--- src/rtl/odometer_trip_meter_macros.svh ---
// Assertion macros for the odometer trip meter.
// Used by the top level; expects i_clk and i_rst_n in the including scope.
`ifndef ODOMETER_TRIP_METER_MACROS_SVH
`define ODOMETER_TRIP_METER_MACROS_SVH

`ifndef SYNTHESIS
// same-cycle implication
`define OTM_ASSERT_IMP(lbl, ante, cons) \
    lbl: assert property (@(posedge i_clk) disable iff (!i_rst_n) (ante) |-> (cons)) \
        else $error("odometer_trip_meter: assertion failed");
// next-cycle implication
`define OTM_ASSERT_NEXT(lbl, ante, cons) \
    lbl: assert property (@(posedge i_clk) disable iff (!i_rst_n) (ante) |=> (cons)) \
        else $error("odometer_trip_meter: assertion failed");
`else
`define OTM_ASSERT_IMP(lbl, ante, cons)
`define OTM_ASSERT_NEXT(lbl, ante, cons)
`endif

`endif

--- src/rtl/otm_pkg.sv ---
// Types and constants shared by the odometer trip meter and its interfaces.
// No dependencies.
package otm_pkg;

    localparam logic [31:0] METRE_MM      = 32'd1000;
    localparam logic [29:0] TOTAL_LIMIT_M = 30'd1000000000;
    localparam logic [19:0] TRIP_LIMIT_M  = 20'd1000000;

    // register indexes
    localparam logic [7:0] REG_TICK_PERIOD   = 8'd0;
    localparam logic [7:0] REG_UPDATE_PERIOD = 8'd1;
    localparam logic [7:0] REG_REPORT_STEP   = 8'd2;
    localparam logic [7:0] REG_SAVE_PERIOD   = 8'd3;

    // register reset values
    localparam logic [7:0]  RST_TICK_PERIOD   = 8'd10;
    localparam logic [15:0] RST_UPDATE_PERIOD = 16'd1000;
    localparam logic [7:0]  RST_REPORT_STEP   = 8'd100;
    localparam logic [15:0] RST_SAVE_PERIOD   = 16'd30000;

    typedef logic [7:0]  t_cfg_index;
    typedef logic [15:0] t_cfg_data;

    typedef struct packed {
        logic [15:0] added_mm;
        logic [15:0] save_elapsed_ms;
    } t_in_item;

    typedef struct packed {
        logic [29:0] total_m;
        logic [19:0] trip_m;
        logic        report_total;
        logic        report_trip;
        logic        save_request;
    } t_out_item;

endpackage

--- src/rtl/otm_in_if.sv ---
// Tick input channel: valid/ready handshake with one tick item.
// Depends on otm_pkg.
interface otm_in_if;
    import otm_pkg::*;
    logic     valid;
    logic     ready;
    t_in_item data;
    modport source (output valid, output data, input ready);
    modport sink   (input valid, input data, output ready);
endinterface

--- src/rtl/otm_out_if.sv ---
// Result channel: valid/ready handshake with one mileage result item.
// Depends on otm_pkg.
interface otm_out_if;
    import otm_pkg::*;
    logic      valid;
    logic      ready;
    t_out_item data;
    modport source (output valid, output data, input ready);
    modport sink   (input valid, input data, output ready);
endinterface

--- src/rtl/otm_cfg_if.sv ---
// Configuration write channel: valid/ready with register index and write data.
// Depends on otm_pkg.
interface otm_cfg_if;
    import otm_pkg::*;
    logic       valid;
    logic       ready;
    t_cfg_index index;
    t_cfg_data  wdata;
    modport source (output valid, output index, output wdata, input ready);
    modport sink   (input valid, input index, input wdata, output ready);
endinterface

--- src/rtl/odometer_trip_meter.sv ---
// Odometer trip meter: each tick item updates distance, counts and timers.
// Depends on otm_pkg, otm_in_if, otm_out_if, otm_cfg_if and the macros header.
//
// Usage:
//   i_in  : one item per scan tick (added_mm, save_elapsed_ms).
//   o_out : one result item per tick (total_m, trip_m, report_total,
//           report_trip, save_request).
//   i_cfg : register writes (0 tick period, 1 update period, 2 report step,
//           3 save period); always ready, other indexes are ignored.
// The state registers update at the edge that takes the item, and its result
// sits in the output register from the next cycle.
// Throughput is one item per cycle while the receiver takes each result; the single output register sets it.
// The input is ready whenever the output register is empty or being drained,
// so a stalled receiver holds the result and stops intake until it takes it.
// Reset (synchronous, active low) clears all counts and timers, empties the
// output register and loads the register defaults 10, 1000, 100 and 30000.
`include "odometer_trip_meter_macros.svh"

module odometer_trip_meter (
    input  logic          i_clk,
    input  logic          i_rst_n,
    otm_in_if.sink        i_in,
    otm_out_if.source     o_out,
    otm_cfg_if.sink       i_cfg
);
    import otm_pkg::*;

    // configuration
    logic [7:0]  r_tick_period;
    logic [15:0] r_update_period;
    logic [7:0]  r_report_step;
    logic [15:0] r_save_period;

    // mileage state
    logic [31:0] r_dist,       n_dist;
    logic [16:0] r_save_timer, n_save_timer;
    logic [15:0] r_upd_timer,  n_upd_timer;
    logic [29:0] r_total,      n_total;
    logic [19:0] r_trip,       n_trip;
    logic [29:0] r_last_total, n_last_total;
    logic [19:0] r_last_trip,  n_last_trip;

    logic        r_out_valid;
    t_out_item   r_out, n_out;

    logic        in_acc;
    logic [32:0] dist_sum;
    logic [31:0] dist_sat;
    logic [17:0] save_sum;
    logic [16:0] save_sat;
    logic [16:0] upd_sum;
    logic [15:0] upd_sat;
    logic        metre, save_hit, upd_hit, rep_total_step, rep_trip_step;
    logic [29:0] total_diff;
    logic [19:0] trip_diff;

    assign i_in.ready  = !r_out_valid || o_out.ready;
    assign in_acc      = i_in.valid && i_in.ready;
    assign i_cfg.ready = 1'b1;
    assign o_out.valid = r_out_valid;
    assign o_out.data  = r_out;

    always_comb begin
        dist_sum = {1'b0, r_dist} + {17'd0, i_in.data.added_mm};
        dist_sat = dist_sum[32] ? '1 : dist_sum[31:0];
        save_sum = {1'b0, r_save_timer} + {2'd0, i_in.data.save_elapsed_ms};
        save_sat = save_sum[17] ? '1 : save_sum[16:0];
        upd_sum  = {1'b0, r_upd_timer} + {9'd0, r_tick_period};
        upd_sat  = upd_sum[16] ? '1 : upd_sum[15:0];

        save_hit     = save_sat >= {1'b0, r_save_period};
        n_save_timer = save_hit ? '0 : save_sat;

        metre  = dist_sat >= METRE_MM;
        n_dist = metre ? dist_sat - METRE_MM : dist_sat;
        n_total = (metre && r_total < TOTAL_LIMIT_M) ? r_total + 30'd1 : r_total;
        n_trip  = (metre && r_trip < TRIP_LIMIT_M) ? r_trip + 20'd1 : r_trip;

        // counts only grow, the >= guard mirrors the unsigned-wrap check
        total_diff     = n_total - r_last_total;
        trip_diff      = n_trip - r_last_trip;
        rep_total_step = (total_diff > {22'd0, r_report_step}) && (n_total >= r_last_total);
        rep_trip_step  = (trip_diff > {12'd0, r_report_step}) && (n_trip >= r_last_trip);
        n_last_total   = rep_total_step ? n_total : r_last_total;
        n_last_trip    = rep_trip_step ? n_trip : r_last_trip;

        // periodic report forces both flags, last-report values untouched
        upd_hit     = upd_sat >= r_update_period;
        n_upd_timer = upd_hit ? '0 : upd_sat;

        n_out.total_m      = n_total;
        n_out.trip_m       = n_trip;
        n_out.report_total = rep_total_step || upd_hit;
        n_out.report_trip  = rep_trip_step || upd_hit;
        n_out.save_request = save_hit;
    end

    always_ff @(posedge i_clk) begin
        if (!i_rst_n) begin
            r_tick_period   <= RST_TICK_PERIOD;
            r_update_period <= RST_UPDATE_PERIOD;
            r_report_step   <= RST_REPORT_STEP;
            r_save_period   <= RST_SAVE_PERIOD;
        end else if (i_cfg.valid) begin
            unique case (i_cfg.index)
                REG_TICK_PERIOD:   r_tick_period   <= i_cfg.wdata[7:0];
                REG_UPDATE_PERIOD: r_update_period <= i_cfg.wdata;
                REG_REPORT_STEP:   r_report_step   <= i_cfg.wdata[7:0];
                REG_SAVE_PERIOD:   r_save_period   <= i_cfg.wdata;
                default: ;
            endcase
        end
    end

    always_ff @(posedge i_clk) begin
        if (!i_rst_n) begin
            r_dist       <= '0;
            r_save_timer <= '0;
            r_upd_timer  <= '0;
            r_total      <= '0;
            r_trip       <= '0;
            r_last_total <= '0;
            r_last_trip  <= '0;
            r_out_valid  <= 1'b0;
        end else begin
            if (in_acc) begin
                r_dist       <= n_dist;
                r_save_timer <= n_save_timer;
                r_upd_timer  <= n_upd_timer;
                r_total      <= n_total;
                r_trip       <= n_trip;
                r_last_total <= n_last_total;
                r_last_trip  <= n_last_trip;
                r_out_valid  <= 1'b1;
            end else if (o_out.ready) begin
                r_out_valid  <= 1'b0;
            end
        end
    end

    always_ff @(posedge i_clk) begin
        if (in_acc) begin
            r_out <= n_out;
        end
    end

    `OTM_ASSERT_NEXT(a_save_clears, in_acc && save_hit, r_save_timer == 17'd0)
    `OTM_ASSERT_IMP(a_last_le_count, 1'b1, r_last_total <= r_total && r_last_trip <= r_trip)
    `OTM_ASSERT_IMP(a_count_limits, 1'b1, r_total <= TOTAL_LIMIT_M && r_trip <= TRIP_LIMIT_M)
    `OTM_ASSERT_NEXT(a_one_metre, in_acc, (r_total - $past(r_total)) <= 30'd1)
    `OTM_ASSERT_NEXT(a_idle_holds, !in_acc, $stable(r_total) && $stable(r_dist))

endmodule
--- src/flat_wrapper.sv ---
// flat-port wrapper written by rule: the top's interface ports become plain ports
module odometer_trip_meter_flat import otm_pkg::*;
  (i_clk, i_rst_n, i_in_valid, i_in_data, i_in_ready, o_out_valid, o_out_data, o_out_ready, i_cfg_valid, i_cfg_index, i_cfg_wdata, i_cfg_ready);
  otm_in_if i_in_i ();
  otm_out_if o_out_i ();
  otm_cfg_if i_cfg_i ();
  input  logic i_clk;
  input  logic i_rst_n;
  input wire logic [$bits(i_in_i.valid)-1:0] i_in_valid;
  input wire logic [$bits(i_in_i.data)-1:0] i_in_data;
  output wire logic [$bits(i_in_i.ready)-1:0] i_in_ready;
  output wire logic [$bits(o_out_i.valid)-1:0] o_out_valid;
  output wire logic [$bits(o_out_i.data)-1:0] o_out_data;
  input wire logic [$bits(o_out_i.ready)-1:0] o_out_ready;
  input wire logic [$bits(i_cfg_i.valid)-1:0] i_cfg_valid;
  input wire logic [$bits(i_cfg_i.index)-1:0] i_cfg_index;
  input wire logic [$bits(i_cfg_i.wdata)-1:0] i_cfg_wdata;
  output wire logic [$bits(i_cfg_i.ready)-1:0] i_cfg_ready;
  assign i_in_i.valid = i_in_valid;
  assign i_in_i.data = i_in_data;
  assign i_in_ready = i_in_i.ready;
  assign o_out_valid = o_out_i.valid;
  assign o_out_data = o_out_i.data;
  assign o_out_i.ready = o_out_ready;
  assign i_cfg_i.valid = i_cfg_valid;
  assign i_cfg_i.index = i_cfg_index;
  assign i_cfg_i.wdata = i_cfg_wdata;
  assign i_cfg_ready = i_cfg_i.ready;
  odometer_trip_meter u_core (.i_clk(i_clk), .i_rst_n(i_rst_n), .i_in(i_in_i), .o_out(o_out_i), .i_cfg(i_cfg_i));
endmodule
--- config.mk ---
export PLATFORM = sky130hd
export DESIGN_NAME = odometer_trip_meter_flat
export DESIGN_NICKNAME = d
export VERILOG_FILES = /design/src/rtl/otm_pkg.sv /design/src/rtl/otm_in_if.sv /design/src/rtl/otm_out_if.sv /design/src/rtl/otm_cfg_if.sv /design/src/rtl/odometer_trip_meter.sv /design/src/flat_wrapper.sv
export VERILOG_INCLUDE_DIRS = /design/src /design/src/rtl
export SDC_FILE = /design/constraint.sdc
export NUM_CORES = 1
export LEC_CHECK = 0
export BUFFER_PORTS_ARGS = -buffer_cell sky130_fd_sc_hd__buf_4
export CAP_MARGIN = 20
export CORE_MARGIN = 2
export CORE_UTILIZATION = 62
export DETAILED_ROUTE_END_ITERATION = 8
export PLACE_DENSITY = 0.81
export SYNTH_ARGS = -nofsm -noshare
export SYNTH_HDL_FRONTEND = slang
export SYNTH_SLANG_ARGS = --single-unit
--- constraint.sdc ---
create_clock -name i_clk -period 8.7 [get_ports i_clk]
set_input_delay 0.435 -clock i_clk [delete_from_list [all_inputs] [get_ports i_clk]]
set_output_delay 0.435 -clock i_clk [all_outputs]
set_load 0.02 [all_outputs]
* Yosys cells after proc, flatten, opt, wreduce, memory -nomap -nowiden
Index checks and enable logic that the tools add are counted.
** Cells by class
- Add/subtract/negate cells :: 8
- Order comparisons :: 9
- Eq/ne operators :: 3
- Multiplexer cells :: 10
- Reductions and logical operators :: 17
** Operators with widths (number)
- $mux W32 :: 2
- $mux W17 :: 2
- $add A32 B16 Y33 :: 1
- $ge A32 B10 Y1 const B :: 1
- $mux W16 :: 2
- $sub A32 B10 Y32 const B :: 1
- $add A30 B1 Y30 const B :: 1
- $ge A30 B30 Y1 :: 1
- $gt A30 B8 Y1 :: 1
- $lt A30 B30 Y1 const B :: 1
- $mux W30 :: 1
- $sub A30 B30 Y30 :: 1
- $add A20 B1 Y20 const B :: 1
- $ge A20 B20 Y1 :: 1
- $gt A20 B8 Y1 :: 1
- $lt A20 B20 Y1 const B :: 1
- $mux W20 :: 1
- $sub A20 B20 Y20 :: 1
- $add A17 B16 Y18 :: 1
- $add A16 B8 Y17 :: 1
- $ge A17 B16 Y1 :: 1
- $eq A8 B2 Y1 const B :: 2
- $ge A16 B16 Y1 :: 1
- $reduce_and A2 Y1 :: 6
- other kinds (7) :: 14
** Word-level totals
- Register bits :: 267
- Input port bits :: 61
- Output and inout port bits :: 56
- Logic and storage cells :: 64

* Depth between registers and ports, before layout
Gate-level depths: netlist of run 1.
- Depth in word-level cells :: 9
- Depth in mapped cells :: 35

* Worst setup path after synthesis of run 1
No wires, ideal clock.
- Path type :: input port to flip-flop
- Start point :: input port i_in_data[16]
- End point :: register u_core.r_out, in the netlist u_core.o_out.data[2] (data pin)
- Library setup time :: 268 ps
- Arrival :: 7495 ps
- Data required time :: 8432 ps
- Slack :: 937 ps
- Stages on the path :: 33
- Buffers on the path :: 5
- Cells stage by stage :: ha_1 fa_1 nand3_1 a21oi_2 or4_4 o211ai_2 and4_1 o22ai_1 or4_1 buf_2 o31a_1 buf_2 buf_2 mux2i_1 inv_1 ha_1 nor2b_1 o21bai_1 nand2_1 nand2_1 nand2_1 a21oi_1 xnor2_1 ha_1 a2111oi_0 a211o_1 nand4_1 or4_1 or4_4 o31ai_4 buf_4 buf_6 nand2_1
** RTL lines
- start, declared :: line flat_wrapper.sv:10 : input wire logic [$bits(i_in_i.data)-1:0] i_in_data;
- end signal, assigned :: line odometer_trip_meter.sv:143 : r_out <= n_out;
- end, declared :: line odometer_trip_meter.sv:44 : t_out_item r_out, n_out;

* Final worst setup path of run 1
- Start point :: register u_core.r_dist[0]
- End point :: register u_core.r_last_total[10]
** Between the ends
- Longest elaborated chain between the ends :: 9
- Elaborated cells between the ends (all ways) :: 10
** Ends and longest elaborated chain
- start, declared :: line odometer_trip_meter.sv:35 : logic [31:0] r_dist, n_dist;
- start signal, assigned :: line odometer_trip_meter.sv:127 : r_dist <= n_dist;
- $add A32 B16 Y33 * :: line odometer_trip_meter.sv:64 : dist_sum = {1'b0, r_dist} + {17'd0, i_in.data.added_mm};
- $mux W32 * :: line odometer_trip_meter.sv:65 : dist_sat = dist_sum[32] ? '1 : dist_sum[31:0];
- $ge A32 B10 Y1 * :: line odometer_trip_meter.sv:74 : metre = dist_sat >= METRE_MM;
- $logic_and A1 B1 Y1 * :: line odometer_trip_meter.sv:76 : n_total = (metre && r_total < TOTAL_LIMIT_M) ? r_total + 30'd1 : r_total;
- $mux W30 * :: line odometer_trip_meter.sv:76
- $sub A30 B30 Y30 :: line odometer_trip_meter.sv:80 : total_diff = n_total - r_last_total;
- $gt A30 B8 Y1 :: line odometer_trip_meter.sv:82 : rep_total_step = (total_diff > {22'd0, r_report_step}) && (n_total >= r_last_total);
- $logic_and A1 B1 Y1 :: line odometer_trip_meter.sv:82
- $reduce_and A2 Y1 (no source line)
- end signal, assigned :: line odometer_trip_meter.sv:132 : r_last_total <= n_last_total;
- end, declared :: line odometer_trip_meter.sv:40 : logic [29:0] r_last_total, n_last_total;
Mark *: on every way between the ends. The rest lies on a longest branch, timed or not.
A chain may end at the register's enable or synchronous reset.

==> reports/qor.yml, run 1 <==
final_layout:
  fin_util_pct: 70.35
  antennaDiodeCount: 0
  areaGrowthSynthToFinish_pct: 12.14
  nets: 2512
  fillers: 2358
  final_layout_size_suffix_gt1_share_pct: 10.86
timing:
  finalWorstSetupSlack_ns: 0.4323
  fin_setup_tns_ns: 0
  holdWs_ns: 0.1079
  finalSetupViolCount: 0
  relSlewSlack_pct: 33.49
  rsz0062_at_grt: "false"
  drv_slew: 0
  worst_slew_pin_slew_ns: 0.9976
  finalCriticalPeriod_ns: 8.268
  max_freq_mhz: 121.0
  min_period_over_period_pct: 95.03
  hold_viol: 0
  clock_skew_ns: 0.02222
die:
  boundaryPins: 117
  dieHeight_um: 176.7
  start_util_pct: 62.74
  die_w_um: 176.7
  rows: 63
  core-area_sq_mm: 0.02948
  dieArea_sq_mm: 0.03123
routing:
  postRouteAntennaNets: 0
  drtPass1Iterations: 5
  vias_per_cell: 6.266
  dr_total_vias: 17038
  wl_per_cell_um: 17.81
  drt_iter0_markers: 1369
  drc_errors: 0
  drt_wl_total_mm: 48.43
job:
  maxCapViolCount: 0
global_routing:
  grtUsageMet2_pct: 51.71
  grt_pass1_vias: 16246
  gr-total-overflow: 0
  grt_pass1_wl_mm: 79.25
  met1_usage_pct: 40.36
  met3_usage_pct: 3.694
  grt_max_degree: 90
  busiest_layer: "met2"
  antenna_found_initial: 0
  grtUsageTotal_pct: 30.47
clock_network:
  cts_sinks: 267
  cts_setup_buffers: 0
  cts_hold_buf: 0
  ctsResizeCount: 0
  numCtsBuffers: 30
  clk_latency_ns: 0.57
  clockBufferDepth: 3
  htree_levels: 1
  clk_pin_slew_ns: 0.06
  tritoncts: "built"
  cts_root_buffer: "clkbuf_16"
power:
  ir_worst_vdd_v: 0.0001812
  p_leak_uw: 0.008879
  total_power_uw: 4909
  p_per_area_mw_per_mm2: 236.7
placed_design:
  hpwl_mm: 35.02
  portBuffers: 115
  preCtsSetupSlack_ns: 0.1152
  gp_congestion: 0.9387
yosys:
  synth_async_sr_flop_share_pct: 0
  yosysTopAreaCell: "dfxtp_1"
  synthTopCellsByCount: "249 x nand2_1, 214 x dfxtp_1, 162 x nor2_1"
  ys_seq_area_share_pct: 31.77
  synthTopCellsByArea: "dfxtp_1 23%, ha_1 9.5%, edfxtp_1 8.6%"
  avgSynthCellArea_sq_um: 8.235
  synth_ff_type: "dfxtp_1"
  syn_area_sq_mm: 0.01850
  synth-seq-cells: 267
  netlist_instances: 2246
  synth_cell_types: 101
  synth_nets: 2453
  synth_most_common_cell: "nand2_1"
  synth-edff-count: 53
  yosys.area.top_type_share_pct: 23.16
  synth-warning-count: 0
run_status:
  status: "completed"
setup_path:
  cpMaxStageDelayCell: "or4_4"
  critical_path.top_delay_family: "compound AO/OA/AOI/OAI gates"
  worstPathMaxFanout: 49
  critical_path_class: "reg -> reg"
  cpPeakStageDelay_ns: 0.59
  required_ns: 9.15
  start_kind: "register"
  path_buf_inv: 3
  worstPathArrival_ns: 8.72
  setup.worst_path.end_class: "register"
hold_path:
  hold_class: "in -> reg"
worst min-delay path: stages:
cell and delay [ns]:
buf_4 0.09, nand2_1 0.04, o211ai_1 0.07
state kept, by name, summed over array words and instances (netlist names), 17 cells and up:
name / cells
u_core.o_out.data: 53
u_core.r_total: 30
u_core.r_dist: 32
u_core.r_last_trip: 20
u_core.r_save_timer: 17
u_core.r_trip: 20
u_core.r_last_total: 30
cell type report:
| type | instances | area (sq um) | share of cell area (%) |
|---|---|---|---|
| Clock inverter | 23 | 275.3 | 1.327 |
| Sequential cell | 267 | 5876 | 28.33 |
| Clock buffer | 33 | 772.0 | 3.722 |
| Timing Repair Buffer | 147 | 1129 | 5.441 |
| Multi-Input combinational cell | 1714 | 11650 | 56.19 |
| Inverter | 145 | 548.0 | 2.642 |
| Tap cell | 390 | 488.0 | 2.353 |
cells in the final DEF (no fill, tap or decap), drive strengths merged, types with 18 or more instances in the layout:
cell / Yosys / layout
nand2: 249 / 249
dfxtp: 214 / 214
nor2: 163 / 163
a21oi: 158 / 158
buf: 27 / 147
inv: 143 / 146
ha: 141 / 141
o21ai: 125 / 125
xnor2: 100 / 100
nand3: 96 / 96
xor2: 58 / 58
edfxtp: 53 / 53
nand4: 41 / 41
nor3: 39 / 39
and3: 34 / 34
a21o: 33 / 33
mux2i: 33 / 33
clkbuf: 93 / 33
a211oi: 30 / 30
o311a: 27 / 27
nand2b: 25 / 25
o211ai: 25 / 25
o21a: 22 / 22
nor2b: 19 / 19
a31oi: 19 / 19
nor4: 18 / 18
final timing paths:
path              slack, ns                         to                 startpoint  depth (start not counted)
setup / recovery       0.43    u_core.r_last_total[10]           u_core.r_dist[0]                         29
hold reg to reg        0.46  u_core.r_update_period[2]  u_core.r_update_period[2]                          2
hold / removal         0.11   u_core.r_save_period[10]            i_cfg_wdata[10]                          3
setup reg to reg       0.43    u_core.r_last_total[10]           u_core.r_dist[0]                         29
layer usage:
metal / routed length [um] / up-vias / part of all wire [%]
met4: 1272 / 0 / 2.6
met5: 0 / - / 0
met1: 21010 / 8081 / 43
met2: 22970 / 613 / 47
li1: - / 8250 / -
met3: 3173 / 94 / 6.6
metrics by stage:
stage	instances	instance area, sq um
floorplan	2246	18500
global placement	2663	19620
detailed placement	2663	19620
CTS	2719	20670
global route	2719	20740
finish	2719	20740
power breakdown:
group          internal (uW)  switching, uW
combinational            873           1270
clock                    794            541
sequential              1380           54.0
kinds of logic (layout without fill, tap and decap cells):
group	after synthesis	after routing	share of synthesized area (%)
muxes	43	43	2.395
DFF	267	267	31.77
AOI/OAI and AO/OA	602	602	22.52
xor gates and xnor gates	158	158	7.482
buffers and inverters	265	348	5.628
other	1	1	0.02028
adders and majority gates	146	146	10.08
and+or+nand+nor	764	764	20.11
(Power assumes the default switching activity.)
==> inputs of run 2 (changes only) <==
--- a/config.mk
+++ b/config.mk
@@ -11,7 +11,7 @@
 export CORE_MARGIN = 2
 export CORE_UTILIZATION = 62
 export DETAILED_ROUTE_END_ITERATION = 8
-export PLACE_DENSITY = 0.81
+export PLACE_DENSITY = 0.83
 export SYNTH_ARGS = -nofsm -noshare
 export SYNTH_HDL_FRONTEND = slang
 export SYNTH_SLANG_ARGS = --single-unit
==> constraint.sdc (replaced) <==
create_clock -name i_clk -period 8.7 [get_ports i_clk]
set_input_delay 0.435 -clock i_clk [delete_from_list [all_inputs] [get_ports i_clk]]
set_output_delay 0.435 -clock i_clk [all_outputs]
set_load 0.01 [all_outputs]
==> run 2 against run 1 <==
  * Clock skew is 0.0019 ns higher
  * Cell count stayed put
  * Register-to-register slack hardly changed
  * Count of clock-buffer cells in the layout is 10 higher
  * Non-clock buffer count is 2 higher
  * Sequential power hardly changed
  * Worst hold slack worse by 0.0094 ns
  * Fmax is 0.12% higher
  * Utilization hardly changed
==> reports/qor.yml, run 2 (synthesis results as in run 1) <==
run_status:
  status: "completed"  # unchanged
routing:
  dr_total_vias: 17090  # was 17038
  postRouteAntennaNets: 0  # unchanged
  drt_wl_total_mm: 49.76  # was 48.43 mm
  wl_per_cell_um: 18.30  # was 17.81 um
  drtPass1Iterations: 5  # unchanged
  vias_per_cell: 6.285  # was 6.266
  drt_iter0_markers: 1582  # was 1369
  drc_errors: 0  # unchanged
timing:
  holdWs_ns: 0.09855  # was 0.1079 ns
  hold_viol: 0  # unchanged
  finalSetupViolCount: 0  # unchanged
  max_freq_mhz: 121.1  # was 121.0 MHz
  min_period_over_period_pct: 94.91  # was 95.03%
  relSlewSlack_pct: 29.54  # was 33.49%
  clock_skew_ns: 0.02417  # was 0.02222 ns
  worst_slew_pin_slew_ns: 1.054  # was 0.9976 ns
  drv_slew: 0  # unchanged
  finalCriticalPeriod_ns: 8.257  # was 8.268 ns
placed_design:
  placed_area_sq_mm: 0.01965  # was 0.01962 sq mm
  gp_congestion: 0.9467  # was 0.9387
  hpwl_mm: 35.83  # was 35.02 mm
  portBuffers: 115  # unchanged
final_layout:
  largest_register_ffs: 53  # unchanged
  final_common_cell: "nand2_1"  # unchanged
  nets: 2513  # was 2512
  areaGrowthSynthToFinish_pct: 12.17  # was 12.14%
  final_layout_size_suffix_gt1_share_pct: 10.78  # was 10.86%
  final_area_sq_mm: 0.02075  # was 0.02074 sq mm
  antennaDiodeCount: 0  # unchanged
  final_cell_mix: "248 x nand2_1, 214 x dfxtp_1, 160 x nor2_1"  # was 248 x nand2_1, 214 x dfxtp_1, 161 x nor2_1
die:
  boundaryPins: 117  # unchanged
  dieHeight_um: 176.7  # unchanged
  dieArea_sq_mm: 0.03123  # unchanged
  rows: 63  # unchanged
  start_util_pct: 62.74  # unchanged
  core-area_sq_mm: 0.02948  # unchanged
  die_w_um: 176.7  # unchanged
global_routing:
  grtUsageTotal_pct: 31.12  # was 30.47%
  grt_pass1_wl_mm: 80.67  # was 79.25 mm
  gr-total-overflow: 0  # unchanged
  grt_max_degree: 89  # was 90
  grt_pass1_vias: 16265  # was 16246
  antenna_found_initial: 0  # unchanged
clock_network:
  numCtsBuffers: 29  # was 30
  cts_setup_buffers: 0  # unchanged
  ctsResizeCount: 0  # unchanged
  cts_root_buffer: "clkbuf_16"  # unchanged
  clockBufferDepth: 3  # unchanged
  htree_levels: 1  # unchanged
  clk_latency_ns: 0.58  # was 0.57 ns
  tritoncts: "built"  # unchanged
  cts_hold_buf: 0  # unchanged
  cts_sinks: 267  # unchanged
  clk_pin_slew_ns: 0.06  # about the same
setup_path:
  ff2ff_setup_slack_ns: 0.44  # was 0.43 ns
  worstPathMaxFanout: 29  # was 49
  crit_path_end: "u_core.r_last_total[14]"  # was u_core.r_last_total[10]
  r2r_cells: 29  # unchanged
  rr_endpoint: "u_core.r_last_total[14]"  # was u_core.r_last_total[10]
  worstPathArrival_ns: 8.71  # was 8.72 ns
  setup.worst_path.end_class: "register"  # unchanged
  required_ns: 9.15  # about the same
  cpMaxStageDelayCell: "or4_1"  # was or4_4
  critical_path_class: "reg -> reg"  # unchanged
  startpoint: "u_core.r_dist[11]"  # was u_core.r_dist[0]
  start_kind: "register"  # unchanged
  cpPeakStageDelay_ns: 0.68  # was 0.59 ns
  r2r-start: "u_core.r_dist[11]"  # was u_core.r_dist[0]
power:
  p_per_area_mw_per_mm2: 236.6  # was 236.7 mW/mm^2
  p_leak_uw: 0.008869  # was 0.008879 uW
  ir_worst_vdd_v: 0.0001646  # was 0.0001812 V
hold_path:
  worstHoldPathCells: 3  # unchanged
  hold_class: "in -> reg"  # unchanged
job:
  maxCapViolCount: 0  # unchanged
-- run 2: power by group --
group,internal [uW],switching [uW],leakage [uW]
registers,1380,59.0,0.00226
logic,881,1260,0.00610
clock network,795,534,0.000509
total,3050,1860,0.00887
-- run 2: cell type report --
type / instances / area [sq um]
timing repair buffer: 149 / 1144
clock inverter: 11 / 158.9
fill: 2370 / 8735
inverter: 145 / 548.0
multi-input combinational: 1714 / 11650
clock buffer: 43 / 880.8
sequential: 267 / 5876
tap: 390 / 488.0
-- run 2: worst min-delay path by stage --
stage	from	end	slack, ns
after detailed placement	u_core.r_dist[11]	u_core.r_dist[11]	0.45
after global placement	u_core.r_dist[11]	u_core.r_dist[11]	0.44
final	i_cfg_wdata[10]	u_core.r_save_period[10]	0.1
after CTS	i_cfg_wdata[10]	u_core.r_save_period[10]	0.09
after global routing	i_cfg_wdata[10]	u_core.r_save_period[10]	0.11
after floorplan	u_core.r_dist[11]	u_core.r_dist[11]	0.43
-- run 2: worst max-delay path: cells and delay by family (launching register included) --
kind	cells	cell delay [ns]
fa+ha+maj	3	1.01
xor+xnor	1	0.15
mux	1	0.27
flops	1	0.31
simple gates	10	2.59
compound gates	12	3.43
buf+inv	2	0.34
-- run 2: per-stage QoR --
step	std cells	util (%)	worst slack, ns	TNS, ns	power [uW]
6_report	2719	70.37	0.4425	0	4909
5_1_grt	2719	70.37	-0.002697	-0.002697	5204
4_1_cts	2719	70.18	0.3546	0	4871
3_5_place_dp	2665	66.65	0.1536	0	3531
3_3_place_gp	2665	66.65	0.4053	0	3478
2_1_floorplan	2246	-	0.9370	0	3032
-- run 2: layer usage --
metal / vias up / share of wire [%] / global-route usage (%)
li1: 8236 / - / -
met1: 8168 / 44 / 41.98
met2: 583 / 47 / 51.97
met3: 103 / 6.5 / 3.630
met4: 0 / 2.6 / 10.16
met5: - / 0 / 0
==> inputs of run 3 (changes only) <==
--- a/config.mk
+++ b/config.mk
@@ -10,6 +10,7 @@
 export CAP_MARGIN = 20
 export CORE_MARGIN = 2
 export CORE_UTILIZATION = 62
+export CTS_BUF_LIST = sky130_fd_sc_hd__clkbuf_16
 export DETAILED_ROUTE_END_ITERATION = 8
 export PLACE_DENSITY = 0.83
 export SYNTH_ARGS = -nofsm -noshare
==> run 3 against run 2 <==
  * Sequential share of layout area increased by 0.082 points
  * Fmax increased by 0.13%
  * Cell count unchanged
  * Sequential cell count unchanged
  * Clock skew decreased by 0.00086 ns
  * Wire length decreased by 0.60%
  * Global-route usage decreased by 0.11 points
  * Largest cell class unchanged
  * Largest power group unchanged
==> reports/qor.yml, run 3 (synthesis results as in run 1) <==
hold_path:
  min_from: "i_cfg_wdata[10]"  # unchanged
  hold_class: "in -> reg"  # unchanged
setup_path:
  required_ns: 9.16  # was 9.15 ns
  critical_path.top_delay_family: "compound AO/OA/AOI/OAI gates"  # unchanged
  startpoint: "u_core.r_dist[4]"  # was u_core.r_dist[11]
  start_kind: "register"  # unchanged
  r2r-start: "u_core.r_dist[4]"  # was u_core.r_dist[11]
  critical_path_class: "reg -> reg"  # unchanged
  cpPeakStageDelay_ns: 0.73  # was 0.68 ns
  worstPathMaxFanout: 29  # unchanged
  path_buf_inv: 2  # unchanged
  setup.worst_path.end_class: "register"  # unchanged
  worstPathArrival_ns: 8.70  # was 8.71 ns
  cpMaxStageDelayCell: "or4_1"  # unchanged
die:
  boundaryPins: 117  # unchanged
  core-area_sq_mm: 0.02948  # unchanged
  die_w_um: 176.7  # unchanged
  dieArea_sq_mm: 0.03123  # unchanged
  rows: 63  # unchanged
  dieHeight_um: 176.7  # unchanged
  start_util_pct: 62.74  # unchanged
final_layout:
  areaGrowthSynthToFinish_pct: 11.85  # was 12.17%
  final_cell_mix: "248 x nand2_1, 214 x dfxtp_1, 160 x nor2_1"  # unchanged
  final_layout_size_suffix_gt1_share_pct: 10.61  # was 10.78%
  antennaDiodeCount: 0  # unchanged
  nets: 2513  # unchanged
  final_common_cell: "nand2_1"  # unchanged
  stdcell_count: 2719  # unchanged
  largest_register_ffs: 53  # unchanged
placed_design:
  dpl.cell_count: 2665  # unchanged
  gp_congestion: 0.9467  # unchanged
  hpwl_mm: 35.83  # unchanged
  portBuffers: 115  # unchanged
routing:
  drt_wl_total_mm: 49.46  # was 49.76 mm
  wl_per_cell_um: 18.19  # was 18.30 um
  drt_iter0_markers: 1623  # was 1582
  vias_per_cell: 6.291  # was 6.285
  postRouteAntennaNets: 0  # unchanged
  drc_errors: 0  # unchanged
  dr_total_vias: 17105  # was 17090
  drtPass1Iterations: 6  # was 5
clock_network:
  cts_sinks: 267  # unchanged
  clk_pin_slew_ns: 0.06  # about the same
  numCtsBuffers: 29  # unchanged
  clk_latency_ns: 0.58  # about the same
  tritoncts: "built"  # unchanged
  cts_root_buffer: "clkbuf_16"  # unchanged
  cts_hold_buf: 0  # unchanged
  htree_levels: 1  # unchanged
  clockBufferDepth: 3  # unchanged
  cts_setup_buffers: 0  # unchanged
power:
  p_per_area_mw_per_mm2: 234.4  # was 236.6 mW/mm^2
  p_int_uw: 2994  # was 3053 uW
  seqPwrFrac_pct: 29.6  # was 29.2%
  clockPowerShare_pct: 26.2  # was 27.1%
  comb_power_share_pct: 44.2  # was 43.7%
  switching_power_uw: 1854  # was 1856 uW
  total_power_uw: 4848  # was 4909 uW
  ir_worst_vdd_v: 0.0001645  # was 0.0001646 V
  swShare_pct: 38.25  # was 37.81%
  p_leak_uw: 0.008866  # was 0.008869 uW
job:
  maxCapViolCount: 0  # unchanged
global_routing:
  grtUsageTotal_pct: 31.01  # was 31.12%
  grt_max_degree: 89  # unchanged
  antenna_found_initial: 0  # unchanged
  gr-total-overflow: 0  # unchanged
  grt_pass1_vias: 16239  # was 16265
  grt_pass1_wl_mm: 80.41  # was 80.67 mm
timing:
  finalCriticalPeriod_ns: 8.246  # was 8.257 ns
  clock_skew_ns: 0.02330  # was 0.02417 ns
  min_period_over_period_pct: 94.79  # was 94.91%
  worst_slew_pin_slew_ns: 1.016  # was 1.054 ns
  relSlewSlack_pct: 32.04  # was 29.54%
  hold_viol: 0  # unchanged
  drv_slew: 0  # unchanged
  holdWs_ns: 0.09925  # was 0.09855 ns
  finalSetupViolCount: 0  # unchanged
  max_freq_mhz: 121.3  # was 121.1 MHz
run_status:
  status: "completed"  # unchanged
## run 3: cell count changes in the layout (fill, tap and decap cells not counted), sizes merged
cell    previous run  this run
clkinv             5         9
inv              147       155
clkbuf            43        31
## run 3: what timing repair did
item,in CTS,in global routing
setup endpoints to repair,0,47
resized for setup,0,10
hold endpoints to repair,0,0
## run 3: final cells by class
class                           count  area [sq um]
Clock inverter                     23         203.9
Tap cell                          390         488.0
Sequential cell                   267          5876
Inverter                          145         548.0
Fill cell                        2384          8795
Clock buffer                       31         775.7
Timing Repair Buffer              149          1144
Multi-Input combinational cell   1714         11650
## run 3: through the flow
stage / cell area (sq um) / worst slack, ns / utilization [%] / TNS [ns]
final: 20690 / 0.4537 / 70.17 / 0
after global routing: 20690 / -0.006887 / 70.17 / -0.006887
after CTS: 20630 / 0.3538 / 69.98 / 0
after detailed placement: 19650 / 0.1536 / 66.65 / 0
after global placement: 19650 / 0.4053 / 66.65 / 0
after floorplan: 18500 / 0.9370 / - / 0
## run 3: final timing paths
kind	to	slack (ns)	depth (start not counted)
max	u_core.r_last_total[14]	0.45	29
min	u_core.r_save_period[10]	0.1	3
max reg2reg	u_core.r_last_total[14]	0.45	29
min reg2reg	u_core.r_update_period[11]	0.46	2
## run 3: worst register-to-register path, delay by kind of cell, from the launching register on
kind                       cells  cell delay (ns)
AOI/OAI and AO/OA             12             3.54
and+or+nand+nor                9             2.35
adders and majority gates      3             1.00
buffers and inverters          2             0.34
DFF                            1             0.32
xor gates and xnor gates       2             0.32
muxes                          1             0.26
## run 3: power by group through the flow
stage | Combinational [uW] | Clock (uW) | Sequential [uW]
final | 2140 | 1270 | 1440
after detailed placement | 2070 | 0 | 1460
after floorplan | 1580 | 0 | 1450
after CTS | 2090 | 1280 | 1430
after global placement | 2020 | 0 | 1460
after global routing | 2360 | 1340 | 1440
## run 3: layer usage
metal	GRT usage [%]	up-vias	wire length, um
met2	51.63	638	23210
met1	42.01	8138	21550
li1	-	8239	-
met4	10.09	0	1251
met5	0	-	0
met3	3.565	90	3446
